<file path="config.mk">
export PLATFORM = sky130hd
export DESIGN_NAME = sbus_frame_decoder
export DESIGN_NICKNAME = d
export VERILOG_FILES = /design/src/sfd_pkg.sv /design/src/sbus_frame_decoder.sv /design/src/sfd_front.sv /design/src/sfd_fifo.sv /design/src/sfd_back.sv
export VERILOG_INCLUDE_DIRS = /design/src /design/src/src
export SDC_FILE = /design/constraint.sdc
export NUM_CORES = 1
export LEC_CHECK = 0
export ABC_AREA = 1
export BUFFER_PORTS_ARGS = -buffer_cell sky130_fd_sc_hd__buf_4
export CAP_MARGIN = 30
export CORE_MARGIN = 10
export CORE_UTILIZATION = 50
export CTS_CLUSTER_DIAMETER = 40
export DETAILED_ROUTE_END_ITERATION = 10
export PLACE_DENSITY = 0.67
export SETUP_SLACK_MARGIN = 0.02
export SLEW_MARGIN = 20
export SYNTH_ARGS = -nofsm -noshare
export SYNTH_HDL_FRONTEND = slang
export SYNTH_SLANG_ARGS = --single-unit
</file>
<file path="constraint.sdc">
create_clock -name clk -period 5.5 [get_ports clk]
set_input_delay 0.825 -clock clk [delete_from_list [all_inputs] [get_ports clk]]
set_output_delay 0.825 -clock clk [all_outputs]
set_load 0.02 [all_outputs]
</file>
<file path="src/sbus_frame_decoder_assert.svh">
// Assertion macros for the decoder modules; sfd_back is the one that uses them.
// Each macro expects signals named clk and rst_n in the module that uses it.
`ifndef SBUS_FRAME_DECODER_ASSERT_SVH
`define SBUS_FRAME_DECODER_ASSERT_SVH

// Consequent must hold in the same cycle as the antecedent.
`define SFD_ASSERT_SAME(label, ante, cons, msg) \
    label: assert property (@(posedge clk) disable iff (!rst_n) (ante) |-> (cons)) \
        else $error(msg);

// Consequent must hold in the cycle after the antecedent.
`define SFD_ASSERT_NEXT(label, ante, cons, msg) \
    label: assert property (@(posedge clk) disable iff (!rst_n) (ante) |=> (cons)) \
        else $error(msg);

`endif

</file>
<file path="src/sfd_pkg.sv">
package sfd_pkg;

    localparam int FRAME_BYTES   = 25;
    localparam int PAYLOAD_BYTES = 11;
    localparam int PAYLOAD_W     = PAYLOAD_BYTES * 8;
    localparam int COUNT_W       = $clog2(FRAME_BYTES + 2);
    localparam int PAY_IDX_W     = $clog2(PAYLOAD_BYTES);
    localparam int CH_W          = 11;
    localparam int OFS_W         = 12;
    localparam int UPD_W         = 16;
    localparam int QUEUE_DEPTH   = 2;
    localparam int CFG_IDX_W     = 2;

    localparam logic [7:0] HEADER_VALUE = 8'h0F;
    localparam logic [7:0] FOOTER_VALUE = 8'h00;

    localparam logic [CH_W-1:0] CHANNEL_MIN_RESET    = 11'd353;
    localparam logic [CH_W-1:0] CHANNEL_MAX_RESET    = 11'd1694;
    localparam logic [CH_W-1:0] CHANNEL_CENTER_RESET = 11'd1024;

    localparam logic [CFG_IDX_W-1:0] CFG_CHANNEL_MIN    = 2'd0;
    localparam logic [CFG_IDX_W-1:0] CFG_CHANNEL_MAX    = 2'd1;
    localparam logic [CFG_IDX_W-1:0] CFG_CHANNEL_CENTER = 2'd2;

    localparam int CH_X      = 0;
    localparam int CH_Y      = 1;
    localparam int CH_PITCH  = 2;
    localparam int CH_YAW    = 3;
    localparam int CH_SPIN   = 5;
    localparam int CH_WEAPON = 6;
    localparam int CH_AIM    = 7;

    typedef enum logic [2:0] {
        ST_OK         = 3'd0,
        ST_BAD_LENGTH = 3'd1,
        ST_BAD_HEADER = 3'd2,
        ST_BAD_FOOTER = 3'd3,
        ST_BAD_RANGE  = 3'd4
    } status_t;

    typedef struct packed {
        logic [7:0] rx_byte;
        logic       frame_last;
    } rx_item_t;

    typedef struct packed {
        status_t                  frame_status;
        logic signed [OFS_W-1:0]  stick_x;
        logic signed [OFS_W-1:0]  stick_y;
        logic signed [OFS_W-1:0]  stick_pitch;
        logic signed [OFS_W-1:0]  stick_yaw;
        logic                     spin_mode;
        logic                     shoot_on;
        logic                     reload_on;
        logic                     autoaim_on;
        logic [UPD_W-1:0]         update_count;
    } result_t;

    // One finished frame handed from the byte collector to the decoder.
    typedef struct packed {
        status_t                pre_status;
        logic [PAYLOAD_W-1:0]   payload;
    } job_t;

    typedef struct packed {
        logic [CH_W-1:0] channel_min;
        logic [CH_W-1:0] channel_max;
        logic [CH_W-1:0] channel_center;
    } cfg_t;

    function automatic logic [CH_W-1:0] get_channel(logic [PAYLOAD_W-1:0] payload, int n);
        return payload[CH_W*n +: CH_W];
    endfunction

endpackage

</file>
<file path="src/sbus_frame_decoder.sv">
// SBUS frame decoder. Received bytes enter one per transfer on the byte channel, with
// frame_last set on the final byte of each frame; every frame end yields exactly one
// transfer on the result channel and other bytes yield none. A byte can be taken in every
// cycle while the queue is not full, so the sustained rate is one byte per clock. A byte
// collector counts bytes, keeps the header and payload bytes 1 to 11, and checks length,
// header and footer on the last byte; the finished frame then waits in a small queue
// (QUEUE_DEPTH entries, two by default), and a decoder unpacks the 11-bit channels,
// range-checks channels 0 to 3 and forms the result in its result register. A frame is
// queued as its last byte is taken and decoded when the result register is free. The
// byte channel stalls only while the queue is full, which happens when two more frame
// ends arrive while a finished result waits on a stalled result channel. Stick outputs
// are raw signed offsets from channel_center; scaling them to float is left to the
// consumer. The channel limits are written through the cfg port (index 0 min, 1 max,
// 2 center) and must only be changed while no frame is in flight.
module sbus_frame_decoder #(
    parameter int QUEUE_DEPTH = sfd_pkg::QUEUE_DEPTH
) (
    input  logic                            clk,
    input  logic                            rst_n,
    input  logic                            byte_valid,
    output logic                            byte_stall,
    input  sfd_pkg::rx_item_t               byte_data,
    output logic                            result_valid,
    input  logic                            result_stall,
    output sfd_pkg::result_t                result_data,
    input  logic                            cfg_we,
    input  logic [sfd_pkg::CFG_IDX_W-1:0]   cfg_index,
    input  logic [sfd_pkg::CH_W-1:0]        cfg_data
);
    import sfd_pkg::*;

    cfg_t cfg_reg, cfg_next;
    job_t front_job;
    job_t head_job;
    logic front_push;
    logic queue_full;
    logic head_valid;
    logic head_pop;

    // Configuration registers; writes to unused indexes are dropped.
    always_comb
    begin
        cfg_next = cfg_reg;
        if (cfg_we)
        begin
            case (cfg_index)
                CFG_CHANNEL_MIN:    cfg_next.channel_min    = cfg_data;
                CFG_CHANNEL_MAX:    cfg_next.channel_max    = cfg_data;
                CFG_CHANNEL_CENTER: cfg_next.channel_center = cfg_data;
                default:            cfg_next = cfg_reg;
            endcase
        end
    end

    always_ff @(posedge clk or negedge rst_n)
    begin
        if (!rst_n)
        begin
            cfg_reg.channel_min    <= CHANNEL_MIN_RESET;
            cfg_reg.channel_max    <= CHANNEL_MAX_RESET;
            cfg_reg.channel_center <= CHANNEL_CENTER_RESET;
        end
        else
        begin
            cfg_reg <= cfg_next;
        end
    end

    // Byte collector: counts bytes, stores the payload and checks the frame shape.
    sfd_front u_front (
        .clk        (clk),
        .rst_n      (rst_n),
        .byte_valid (byte_valid),
        .byte_stall (byte_stall),
        .byte_data  (byte_data),
        .queue_full (queue_full),
        .push       (front_push),
        .job        (front_job)
    );

    // Finished frames wait here so the collector keeps taking bytes.
    sfd_fifo #(
        .DEPTH (QUEUE_DEPTH)
    ) u_fifo (
        .clk        (clk),
        .rst_n      (rst_n),
        .push       (front_push),
        .push_data  (front_job),
        .full       (queue_full),
        .head_valid (head_valid),
        .head_data  (head_job),
        .pop        (head_pop)
    );

    // Decoder: channel unpacking, range check, switch logic and the result register.
    sfd_back u_back (
        .clk          (clk),
        .rst_n        (rst_n),
        .cfg          (cfg_reg),
        .job_valid    (head_valid),
        .job          (head_job),
        .job_pop      (head_pop),
        .result_valid (result_valid),
        .result_stall (result_stall),
        .result_data  (result_data)
    );

endmodule

</file>
<file path="src/sfd_front.sv">
module sfd_front (
    input  logic              clk,
    input  logic              rst_n,
    input  logic              byte_valid,
    output logic              byte_stall,
    input  sfd_pkg::rx_item_t byte_data,
    input  logic              queue_full,
    output logic              push,
    output sfd_pkg::job_t     job
);
    import sfd_pkg::*;

    logic [COUNT_W-1:0]   count_reg, count_next;
    logic [7:0]           header_reg, header_next;
    logic [7:0]           payload_reg [PAYLOAD_BYTES];
    logic                 accept;
    logic [PAY_IDX_W-1:0] wr_idx;
    logic [7:0]           header_now;

    assign byte_stall = queue_full;
    assign accept     = byte_valid && !byte_stall;
    assign push       = accept && byte_data.frame_last;
    assign wr_idx     = count_reg[PAY_IDX_W-1:0] - PAY_IDX_W'(1);

    always_comb
    begin
        count_next  = count_reg;
        header_next = header_reg;
        if (accept)
        begin
            if (count_reg == '0)
            begin
                header_next = byte_data.rx_byte;
            end
            if (byte_data.frame_last)
            begin
                count_next = '0;
            end
            else if (count_reg < COUNT_W'(FRAME_BYTES + 1))
            begin
                count_next = count_reg + COUNT_W'(1);
            end
        end
    end

    always_ff @(posedge clk or negedge rst_n)
    begin
        if (!rst_n)
        begin
            count_reg  <= '0;
            header_reg <= '0;
        end
        else
        begin
            count_reg  <= count_next;
            header_reg <= header_next;
        end
    end

    always_ff @(posedge clk)
    begin
        if (accept && count_reg != '0 && count_reg <= COUNT_W'(PAYLOAD_BYTES))
        begin
            payload_reg[wr_idx] <= byte_data.rx_byte;
        end
    end

    // A one-byte frame carries its header in the current byte.
    assign header_now = (count_reg == '0) ? byte_data.rx_byte : header_reg;

    always_comb
    begin
        for (int i = 0; i < PAYLOAD_BYTES; i++)
        begin
            job.payload[8*i +: 8] = payload_reg[i];
        end
        if (count_reg != COUNT_W'(FRAME_BYTES - 1))
        begin
            job.pre_status = ST_BAD_LENGTH;
        end
        else if (header_now != HEADER_VALUE)
        begin
            job.pre_status = ST_BAD_HEADER;
        end
        else if (byte_data.rx_byte != FOOTER_VALUE)
        begin
            job.pre_status = ST_BAD_FOOTER;
        end
        else
        begin
            job.pre_status = ST_OK;
        end
    end

endmodule

</file>
<file path="src/sfd_fifo.sv">
module sfd_fifo #(
    parameter int DEPTH = sfd_pkg::QUEUE_DEPTH
) (
    input  logic          clk,
    input  logic          rst_n,
    input  logic          push,
    input  sfd_pkg::job_t push_data,
    output logic          full,
    output logic          head_valid,
    output sfd_pkg::job_t head_data,
    input  logic          pop
);
    import sfd_pkg::*;

    localparam int PTR_W = (DEPTH > 1) ? $clog2(DEPTH) : 1;
    localparam int CNT_W = $clog2(DEPTH + 1);

    job_t             mem [DEPTH];
    logic [PTR_W-1:0] wr_ptr_reg, wr_ptr_next;
    logic [PTR_W-1:0] rd_ptr_reg, rd_ptr_next;
    logic [CNT_W-1:0] count_reg, count_next;
    logic             do_push;
    logic             do_pop;

    assign full       = (count_reg == CNT_W'(DEPTH));
    assign head_valid = (count_reg != '0);
    assign head_data  = mem[rd_ptr_reg];
    assign do_push    = push && !full;
    assign do_pop     = pop && head_valid;

    always_comb
    begin
        wr_ptr_next = wr_ptr_reg;
        rd_ptr_next = rd_ptr_reg;
        count_next  = count_reg;
        if (do_push)
        begin
            wr_ptr_next = (wr_ptr_reg == PTR_W'(DEPTH - 1)) ? '0 : wr_ptr_reg + PTR_W'(1);
        end
        if (do_pop)
        begin
            rd_ptr_next = (rd_ptr_reg == PTR_W'(DEPTH - 1)) ? '0 : rd_ptr_reg + PTR_W'(1);
        end
        if (do_push && !do_pop)
        begin
            count_next = count_reg + CNT_W'(1);
        end
        else if (do_pop && !do_push)
        begin
            count_next = count_reg - CNT_W'(1);
        end
    end

    always_ff @(posedge clk or negedge rst_n)
    begin
        if (!rst_n)
        begin
            wr_ptr_reg <= '0;
            rd_ptr_reg <= '0;
            count_reg  <= '0;
        end
        else
        begin
            wr_ptr_reg <= wr_ptr_next;
            rd_ptr_reg <= rd_ptr_next;
            count_reg  <= count_next;
        end
    end

    always_ff @(posedge clk)
    begin
        if (do_push)
        begin
            mem[wr_ptr_reg] <= push_data;
        end
    end

endmodule

</file>
<file path="src/sfd_back.sv">
module sfd_back (
    input  logic             clk,
    input  logic             rst_n,
    input  sfd_pkg::cfg_t    cfg,
    input  logic             job_valid,
    input  sfd_pkg::job_t    job,
    output logic             job_pop,
    output logic             result_valid,
    input  logic             result_stall,
    output sfd_pkg::result_t result_data
);
    import sfd_pkg::*;

    localparam int STICKS = 4;

    logic                    out_valid_reg, out_valid_next;
    result_t                 out_reg, out_next;
    logic                    shoot_reg, shoot_next;
    logic                    reload_reg, reload_next;
    logic [UPD_W-1:0]        counter_reg, counter_next;
    logic [CH_W-1:0]         stick_ch [STICKS];
    logic signed [OFS_W-1:0] stick_ofs [STICKS];
    logic [CH_W-1:0]         spin_ch, weapon_ch, aim_ch;
    logic                    range_ok;
    logic                    weapon_up, weapon_down;
    status_t                 status;

    assign job_pop = job_valid && (!out_valid_reg || !result_stall);

    always_comb
    begin
        range_ok = 1'b1;
        for (int i = 0; i < STICKS; i++)
        begin
            stick_ch[i]  = get_channel(job.payload, CH_X + i);
            stick_ofs[i] = OFS_W'({1'b0, stick_ch[i]} - {1'b0, cfg.channel_center});
            if (stick_ch[i] < cfg.channel_min || stick_ch[i] > cfg.channel_max)
            begin
                range_ok = 1'b0;
            end
        end
    end

    assign spin_ch     = get_channel(job.payload, CH_SPIN);
    assign weapon_ch   = get_channel(job.payload, CH_WEAPON);
    assign aim_ch      = get_channel(job.payload, CH_AIM);
    assign weapon_up   = (weapon_ch == cfg.channel_min);
    assign weapon_down = !weapon_up && (weapon_ch == cfg.channel_max);

    always_comb
    begin
        if (job.pre_status != ST_OK)
        begin
            status = job.pre_status;
        end
        else if (!range_ok)
        begin
            status = ST_BAD_RANGE;
        end
        else
        begin
            status = ST_OK;
        end
    end

    always_comb
    begin
        out_valid_next = out_valid_reg;
        out_next       = out_reg;
        shoot_next     = shoot_reg;
        reload_next    = reload_reg;
        counter_next   = counter_reg;
        if (out_valid_reg && !result_stall)
        begin
            out_valid_next = 1'b0;
        end
        if (job_pop)
        begin
            out_valid_next        = 1'b1;
            out_next              = '0;
            out_next.frame_status = status;
            if (status == ST_OK)
            begin
                if (weapon_up)
                begin
                    shoot_next = 1'b1;
                end
                else if (weapon_down)
                begin
                    reload_next = 1'b1;
                end
                else
                begin
                    shoot_next  = 1'b0;
                    reload_next = 1'b0;
                end
                counter_next         = counter_reg + UPD_W'(1);
                out_next.stick_x     = stick_ofs[CH_X];
                out_next.stick_y     = stick_ofs[CH_Y];
                out_next.stick_pitch = stick_ofs[CH_PITCH];
                out_next.stick_yaw   = stick_ofs[CH_YAW];
                out_next.spin_mode   = (spin_ch == cfg.channel_min);
                out_next.shoot_on    = shoot_next;
                out_next.reload_on   = reload_next;
                out_next.autoaim_on  = (aim_ch == cfg.channel_min);
            end
            out_next.update_count = counter_next;
        end
    end

    always_ff @(posedge clk or negedge rst_n)
    begin
        if (!rst_n)
        begin
            out_valid_reg <= 1'b0;
            shoot_reg     <= 1'b0;
            reload_reg    <= 1'b0;
            counter_reg   <= '0;
        end
        else
        begin
            out_valid_reg <= out_valid_next;
            shoot_reg     <= shoot_next;
            reload_reg    <= reload_next;
            counter_reg   <= counter_next;
        end
    end

    always_ff @(posedge clk)
    begin
        out_reg <= out_next;
    end

    assign result_valid = out_valid_reg;
    assign result_data  = out_reg;

`include "sbus_frame_decoder_assert.svh"

    `SFD_ASSERT_SAME(a_fail_clears_fields, out_valid_reg && out_reg.frame_status != ST_OK, out_reg.stick_x == '0 && out_reg.stick_y == '0 && out_reg.stick_pitch == '0 && out_reg.stick_yaw == '0 && !out_reg.spin_mode && !out_reg.shoot_on && !out_reg.reload_on && !out_reg.autoaim_on, "failed frame carries nonzero fields")
    `SFD_ASSERT_SAME(a_count_matches, out_valid_reg, out_reg.update_count == counter_reg, "shown update count differs from decode counter")
    `SFD_ASSERT_NEXT(a_good_frame_counts, job_pop && status == ST_OK, counter_reg != $past(counter_reg), "good frame did not advance the decode counter")

endmodule

</file>
After elaboration in Yosys (flattened, before gate mapping). Memories as Yosys holds them, arrays and structs flattened. Index checks and enable logic that the tools add are counted.

Add/subtract/negate cells: 11. $mul: 0. Divide/modulo/power cells: 0. Order comparisons: 10. Equal/unequal tests: 9. Shift-type cells: 0. Mux-type cells: 27. Bitwise logic cells: 0. Reduce and logical (&&, ||, !) cells: 37.

Operators by type and width (count): $sub 11x11->12 (4); $eq 11x11->1 (4); $gt 11x11->1 (4); $lt 11x11->1 (4); $add 16x1->16 const B (1); $mux 1 (16); $mux 16 (1); $mux 3 (4); $logic_and 1x1->1 (11); $mux 5 (2); $reduce_and 2->1 (5); $mux 8 (1); $ne 8x4->1 const B (1); $reduce_bool 2->1 (4); $reduce_bool 8->1 (1); $logic_not 1->1 (6); $mux 2 (3); $add 5x1->5 const B (1); $le 5x4->1 const B (1); $logic_not 5->1 (1); $logic_or 1x1->1 (5); $lt 5x5->1 const B (1); $ne 5x5->1 const B (1); $reduce_bool 5->1 (1); other kinds (9) (11).

Flip-flop bits (word level): 140. Bits in latches: 0. RAM bits: 270. ROM bits: 0. Output and inout port bits: 73. Logic and storage cells: 118. Memories: 2.

Memory list: u_fifo.mem (words 2, width 91, read ports 1, clocked after Yosys merged registers in 0, write ports 1, RTL line sfd_fifo.sv:18) `job_t mem [DEPTH];`; u_front.payload_reg (words 11, width 8, read ports 11, clocked after Yosys merged registers in 0, write ports 1, RTL line sfd_front.sv:15) `logic [7:0] payload_reg [PAYLOAD_BYTES];`.

Depth between registers and ports, before layout. Gate-level depths: netlist of run 1. An unclocked memory read counts as a cell.

Depth in word-level cells: 11. Depth in mapped cells: 23. Depth with buffers taken out: 18.

Hierarchy. From an unflattened synthesis of run 1, not the netlist that was laid out.

Cell total of the unflattened synthesis: 1945. Area total of the unflattened synthesis: 20417.1 um2.

Modules (own cells, without submodules): sfd_back (instances 1, cells each 1059, area each 8464.4 um2, sequential area each 2607.5 um2); sfd_fifo (instances 1, cells each 507, area each 6861.6 um2, sequential area each 5565.3 um2); sfd_front (instances 1, cells each 229, area each 3666.0 um2, sequential area each 2967.8 um2); sbus_frame_decoder (instances 1, cells each 150, area each 1425.1 um2, sequential area each 840.8 um2).

Worst setup path after synthesis of run 1. Ideal clock, no wire load.

Path type: in2reg. Start: input byte_valid. End: memory u_fifo.mem[0][0] in the netlist's numbering, enable pin. Arrival: 4.654 ns. Slack: 0.329 ns. Stages on the path: 4. Cell sequence: o21ai_1 > nor2_1 > inv_1 > nor2_1.

Longest elaborated chain between the ends: 5.

Ends and longest elaborated chain: start, declared (RTL line sbus_frame_decoder.sv:20) `input logic byte_valid,`; $logic_and 1x1->1 (RTL line sfd_front.sv:21) `assign accept = byte_valid && !byte_stall;`; $logic_and 1x1->1 (RTL line sfd_front.sv:22) `assign push = accept && byte_data.frame_last;`; $logic_and 1x1->1 (RTL line sfd_fifo.sv:28) `assign do_push = push && !full;`; via u_fifo.do_push (RTL line sfd_fifo.sv:22) `logic do_push;`; $mux 1 (RTL line sfd_fifo.sv:72) `if (do_push)`; $mux 1 (not written as such) (RTL line sfd_fifo.sv:74) `mem[wr_ptr_reg] <= push_data;`; end, declared (RTL line sfd_fifo.sv:18).

The timed path passes the listed nets, and every way through them passes these cells.

Worst setup path in the final report of run 1.
Start: register u_fifo.rd_ptr_reg. End: register u_back.out_reg (netlist bit u_back.result_data[67]), data pin.

Longest elaborated chain between the ends: 10. Elaborated cells between the ends (all ways): 22. Classes of those cells: 1 x add/sub; 8 x order compare; 6 x mux; 6 x reduce/logical; 1 x memory.

Ends and longest elaborated chain: start, declared (RTL line sfd_fifo.sv:20) `logic [PTR_W-1:0] rd_ptr_reg, rd_ptr_next;`; start signal, assigned (RTL line sfd_fifo.sv:65) `rd_ptr_reg <= rd_ptr_next;`; $mem_v2 2x91 (*); $lt 11x11->1 / $gt 11x11->1 (equally long branches) (RTL line sfd_back.sv:37) `if (stick_ch[i] < cfg.channel_min || stick_ch[i] > cfg.channel_max)`; $logic_or 1x1->1 (RTL line sfd_back.sv:37); $mux 1 (4 in a row) (RTL line sfd_back.sv:37); $mux 3 (RTL line sfd_back.sv:56) `else if (!range_ok)`; $mux 3 (RTL line sfd_back.sv:52) `if (job.pre_status != ST_OK)`; $logic_not 3->1 (RTL line sfd_back.sv:82) `if (status == ST_OK)`; end signal, assigned (RTL line sfd_back.sv:131) `out_reg <= out_next;`; end, declared (RTL line sfd_back.sv:17) `result_t out_reg, out_next;`.

Every way passes the cells marked *; elsewhere a longest branch is shown, timed or not. A chain may end at the register's enable or synchronous reset.

==> impl_results.md, run 1 <==
- Area contributors post-synth: edfxtp_1, nand2_1, ha_1
- CP Max Fanout: just under 80
- Most repeated library cell on the critical path: nand2_1
- Global Route Usage Sum: ~20%
- Routed WL per cell: 18.4 microns
- Layout cells sized above 1: between 10% and 20%
- CTS tree: built
- Rows: 70
- # placed instances: 2335
- Final period utilization: around 75%
- Die H: 213 microns
- Worst Path Buf+Inv: 3
- CP Class: register to register
- Worst-path cell chain: buf_4 -> o21ai_0 -> inv_1 -> ha_1 -> nand2_1 -> o21ai_0 -> nand2_1 -> nand3_1 -> nand2_1 -> nand3_2 -> nor2_8 -> nand2_4 -> nor2_8 -> inv_2 -> nor3_1
- Final non-filler cell total: ~2400
- Worst min path class: primary input to async pin
- Slew HR: a little under two fifths
- Skew-Pair Late Insertion Delay: between 500 and 600 ps
- Clock H-tree levels: 2
- ANT nets after route: 0
- Sink Count: ~380
- Ys async rst share: ~18%
- Main synth FF type: edfxtp_1
- Pins Over Slew Limit: 0
- Max reg flops: 158
- Fmax: between 200 and 250 MHz
- DRC viols: 0
- Cts repair resizes: 0
- CTS root buf: clkbuf_16
- Accumulated negative setup slack: 0 ps
- DRT iter0 DRCs: 1009
- N_diodes: 0
- Fin util: roughly three fifths
- Syn Inst Count: about 1800
- Critical Path End Type: register
- Hold Slack: between 100 and 150 ps
- Detailed Route WL: 44.4 mm
- Top cells by count, synth: nand2_1, edfxtp_1, inv_1
- Critical-path top delay cell: buf_4
- Synth Net Count: about 2000
- Via Count: 12700
- Critical path launch point type: register
- Pwr Density: around 540 nW/um^2
- Cts bufs inserted: 45
- Max cap viols: 0
- Initial antenna violation count: 0
- Crit path setup slack, layout: between 1000 and 1500 ps
- Die area: about 46000 sq um
- Core ar.: roughly 37000 sq um
- Net count, final: about 2100
- IO Pins: 100
- Post-CTS setup buffer count: 0
- GRT overflow: 0
- Clk slew on worst S/H paths: about 60 ps
- Post-synth EDFFs: between 300 and 400
- Post-synth top area share: 49.2%
- Most common cell in the netlist: nand2_1
- Leakage: 0.00939 uW
- Synth Cell Area: between 15000 and 20000 sq um
- Final Hold Vio Count: 0
- Worst path required time: approximately 5900 ps
- Dpl ws: approximately 1400 ps
- Yosys warns: 0
- Crit path DAT: ~4500 ps
- Worst Skew: about 19 ps
- Worst R2R Path Depth: 15
- Largest net degree at the start of global routing: between 80 and 90
- VDD IR max: 0.256 mV
- PortBufs: between 90 and 100
- Crit-path leading delay family: simple AND/OR/NAND/NOR gates
- Worst slew pin tran: 926 ps
- Dominant cell type by area after synthesis: edfxtp_1
- Hold Buf Count CTS: 0
- RSZ-0062 raised after global routing: false
- First-pass GRT wire length: approximately 69 mm
- Crit. path cell count: 15
- Dpl hpwl: 32.2 mm
- Drt pass-1 iters: 5
- Sequential share of the synthesized area: 58.5%
- Starting Density: about half
- Synthesized area per cell: between 10 and 15 sq um
- Endpoints failing setup: 0
- Status: finished, final reports clean
- Post-synth cell types: 49
- Longest Clk Path Bufs: 3
- Via density: ~5.2
- Area Overhead vs Synth: 15.2%
- Synth Register Bits: around 380
- Die W: roughly 210 microns
- Final worst path period need: slightly above 4000 ps
- GPL Wtd Cong: 0.910
- CP max stage delay: 680 ps
- Vias in the first global route: between 10000 and 15000
## placed cells by master (no fill, tap or decap), types with 24 or more instances in the layout
cell | Yosys | routed
edfxtp_1 | 306 | 306
clkbuf_16 | 0 | 45
o21ai_0 | 83 | 83
a21oi_1 | 71 | 71
nor2_1 | 106 | 104
ha_1 | 136 | 136
nand4_1 | 24 | 24
buf_4 | 2 | 106
nand3_1 | 69 | 69
nand2_1 | 528 | 528
inv_1 | 169 | 168
xor2_1 | 61 | 61
dfrtp_1 | 57 | 56
## logic make-up after synthesis
kind of cell               synth area share (%)
xor gates and xnor gates                   3.28
buffers and inverters                      4.67
adders and majority gates                  9.53
AOI/OAI and AO/OA                          5.93
DFF                                        58.5
and+or+nand+nor                            18.0
muxes                                     0.107
## layer usage
metal | global-route usage, % | vias up | part of all wire, %
li1 | - | 6323 | -
met1 | 26.0 | 5868 | 44
met2 | 31.6 | 391 | 46
met3 | 3.23 | 98 | 5.8
met4 | 8.29 | 0 | 4.0
met5 | 0 | - | 0
## layout make-up
type                    instances  area, sq um
flip-flops and latches        375        10900
multi-input cells            1206         6900
fillers                      3069        15300
clock inverters                30          398
inverters                     175          663
clock buffers                  52         1170
repair buffers                111          881
well taps                     468          586
## worst paths after layout
path	from	endpoint	slack, ps
max	u_fifo.rd_ptr_reg	u_back.result_data[67]	1390
min	rst_n	u_fifo.count_reg[1]	130
max reg2reg	u_fifo.rd_ptr_reg	u_back.result_data[67]	1390
min reg2reg	u_front.payload_reg[2][3]	u_fifo.mem[1][19]	440
max in group asynchronous	rst_n	cfg_reg[26]	4330
min in group clk	u_front.payload_reg[2][3]	u_fifo.mem[1][19]	440
## power by group
part	internal (uW)	switching, uW	total, uW	leakage [uW]
logic	1560	3080	4640	0.00492
registers	3650	215	3860	0.00372
clock network	1840	1200	3040	0.000746
total	7050	4500	11500	0.00939
## per-stage QoR
step | cell area, sq um | power [uW]
floorplan | 18700 | 7170
global placement | 19900 | 8460
detailed placement | 20000 | 8540
CTS | 21500 | 11600
global route | 21500 | 12400
finish | 21500 | 11500
(Power assumes the default switching activity.)
==> run 2: changes to the inputs <==
PLACE_DENSITY = 0.7   (was 0.67)
clock period = 3.7 ns   (was 5.5 ns; I/O delays follow)
==> impl_results.md, run 2 (synthesis gave the netlist of run 1 again) <==
- Dpl ws: 197 ps (was 1360 ps)
- Global Route Usage Sum: 19.7% (about the same)
- Met3 wire len: 2.35 mm (was 2.57 mm)
- Skew-Pair Late Insertion Delay: 570 ps (about the same)
- Flop pwr share: 33.5% (about the same)
- Worst path required time: 4150 ps (was 5900 ps)
- Final worst path period need: 3400 ps (was 4110 ps)
- Sink Count: 375 (unchanged)
- Status: finished, final reports clean (unchanged)
- Pins Over Slew Limit: 0 (unchanged)
- CP Max Fanout: 35 (was 78)
- Die area: 45500 sq um (unchanged)
- Area Overhead vs Synth: 15.8% (was 15.2%)
- Crit path setup slack, layout: 295 ps (was 1390 ps)
- Gate power share: 40.8% (was 40.2%)
- Setup slack, reg-to-reg: 300 ps (was 1390 ps)
- Worst min path class: primary input to register (was primary input to async pin)
- Critical path launch point type: register (unchanged)
- Final period utilization: 92.0% (was 74.8%)
- Worst R2R Path Depth: 15 (unchanged)
- Routed WL per cell: 18.5 microns (was 18.4 microns)
- Worst reg2reg startpoint: u_fifo.rd_ptr_reg (unchanged)
- ANT nets after route: 0 (unchanged)
- GPL Wtd Cong: 0.902 (was 0.910)
- CTS tree: built (unchanged)
- N_diodes: 0 (unchanged)
- Layout cells sized above 1: 13.0% (was 12.4%)
- Max cap viols: 0 (unchanged)
- Leakage: 0.00948 uW (was 0.00939 uW)
- Fmax: 294 MHz (was 243 MHz)
- Final Hold Vio Count: 0 (unchanged)
- Clock Power Share: 25.7% (was 26.4%)
- PortBufs: 99 (unchanged)
- Core ar.: 36800 sq um (unchanged)
- GRT overflow: 0 (unchanged)
- Detailed Route WL: 45.1 mm (was 44.4 mm)
- Worst slew pin tran: 783 ps (was 926 ps)
- Longest Clk Path Bufs: 3 (unchanged)
- Fin util: 58.8% (was 58.5%)
- CTS root buf: clkbuf_16 (unchanged)
- Most common cell after layout, fill and taps aside: nand2_1 (unchanged)
- Cts bufs inserted: 45 (unchanged)
- Dpl hpwl: 32.7 mm (was 32.2 mm)
- Starting Density: 50.8% (unchanged)
- DRC viols: 0 (unchanged)
- Initial antenna violation count: 0 (unchanged)
- RR Endpoint: u_back.reload_reg (was u_back.result_data[67])
- CP Capture Point: u_back.reload_reg (was u_back.result_data[67])
- DRT iter0 DRCs: 1004 (was 1009)
- Crit path DAT: 3850 ps (was 4510 ps)
- Via density: 5.29 (was 5.25)
- RSZ-0062 raised after global routing: false (unchanged)
- Critical Path End Type: register (unchanged)
- Worst Skew: 19.1 ps (was 19.3 ps)
- Switch Pwr: 6730 uW (was 4500 uW)
- Slew HR: 47.4% (was 38.2%)
- Drt pass-1 iters: 6 (was 5)
- Metal-1 WL: 19.8 mm (was 19.5 mm)
- Int Pwr: 10400 uW (was 7050 uW)
- VDD IR max: 0.429 mV (was 0.256 mV)
- Clock H-tree levels: 2 (unchanged)
- IO Pins: 100 (unchanged)
- Rows: 70 (unchanged)
- Via Count: 12900 (was 12700)
- Met2 routed WL: 21.4 mm (was 20.5 mm)
- Net count, final: 2098 (was 2081)
- Die H: 213 microns (unchanged)
- Clk slew on worst S/H paths: 50 ps (was 60 ps)
- Post-CTS setup buffer count: 0 (unchanged)
- Switch share: 39.3% (was 39.0%)
- Die W: 213 microns (unchanged)
- CP startpoint: u_fifo.rd_ptr_reg (unchanged)
- Max reg flops: 158 (unchanged)
- Pwr Density: 792 nW/um^2 (was 536 nW/um^2)
- Endpoints failing setup: 0 (unchanged)
- First-pass GRT wire length: 69.5 mm (was 68.8 mm)
- CP Class: register to register (unchanged)
- Most frequent cells in the layout: nand2_1, edfxtp_1, inv_1 (unchanged)
- Largest net degree at the start of global routing: 89 (was 82)
- Vias in the first global route: 12400 (was 12300)
- Top Metal Used: met4 (unchanged)
[run 2: cell count changes in the layout (fill, tap and decap cells not counted), moves of 3 or more]
cell	previous run	this run
buf_4	106	122
bufinv_16	6	3
clkinvlp_4	6	3
clkinv_8	0	3
[run 2: layout make-up]
| class | instances | area, sq um |
|---|---|---|
| clock buffer | 56 | 1220 |
| fill | 2978 | 15200 |
| clock inverter | 25 | 305 |
| timing repair buffer | 128 | 1030 |
| multi-input combinational | 1206 | 6900 |
| tap | 468 | 586 |
| sequential | 375 | 10900 |
| inverter | 175 | 663 |
[run 2: through the flow]
stage | power, uW | hold WS, ps | setup TNS (ps) | cell area (sq um) | cells
6_report | 17100 | 247 | 0 | 21600 | 2433
3_5_place_dp | 12700 | 429 | 0 | 20100 | 2350
2_1_floorplan | 10700 | 259 | -189740 | 18700 | 1794
5_1_grt | 18300 | 252 | 0 | 21600 | 2433
4_1_cts | 17200 | 167 | 0 | 21600 | 2431
3_3_place_gp | 12600 | 422 | 0 | 20100 | 2350
[run 2: power groups by stage]
stage          Clock [uW]  Sequential [uW]  Combinational [uW]
5_1_grt              4660             5810                7830
4_1_cts              4480             5750                6960
6_report             4400             5740                6980
3_5_place_dp            0             5820                6920
2_1_floorplan           0             6180                4490
3_3_place_gp            0             5800                6790
[run 2: what timing repair did]
item,in CTS,in global routing
setup endpoints to repair,0,20
resized for setup,0,1
hold buffers,0,1
hold endpoints to repair,0,18
[run 2: how the worst min path moves through the flow]
stage,start,to,slack [ps],cells after the start
final,result_stall,u_back.result_valid,250,3
after detailed placement,u_front.payload_reg[7][4],u_fifo.mem[0][60],430,0
after global placement,u_front.payload_reg[9][0],u_fifo.mem[1][72],420,0
after global routing,result_stall,u_back.result_valid,250,3
after CTS,rst_n,u_back.counter_reg[0],170,1
after floorplan,rst_n,cfg_reg[0],260,0
[run 2: critical path, cell delays in order, from the launching register on]
cell     delay, ps
dfrtp_2        440
buf_4          270
o21ai_0        510
inv_1          230
ha_1           350
and3_1         160
nand4_1         90
nand2_1        120
nand3_2        140
nor2_8         250
nand2_4        110
nor2_8          90
buf_4          230
nand2_1        150
nand2_1        100
nand2_1         50
[run 2: per-layer routing]
layer	vias to the layer above	GRT usage, %
met4	0	7.60
li1	6363	-
met1	6042	26.1
met2	380	32.6
met3	86	2.64
met5	-	0
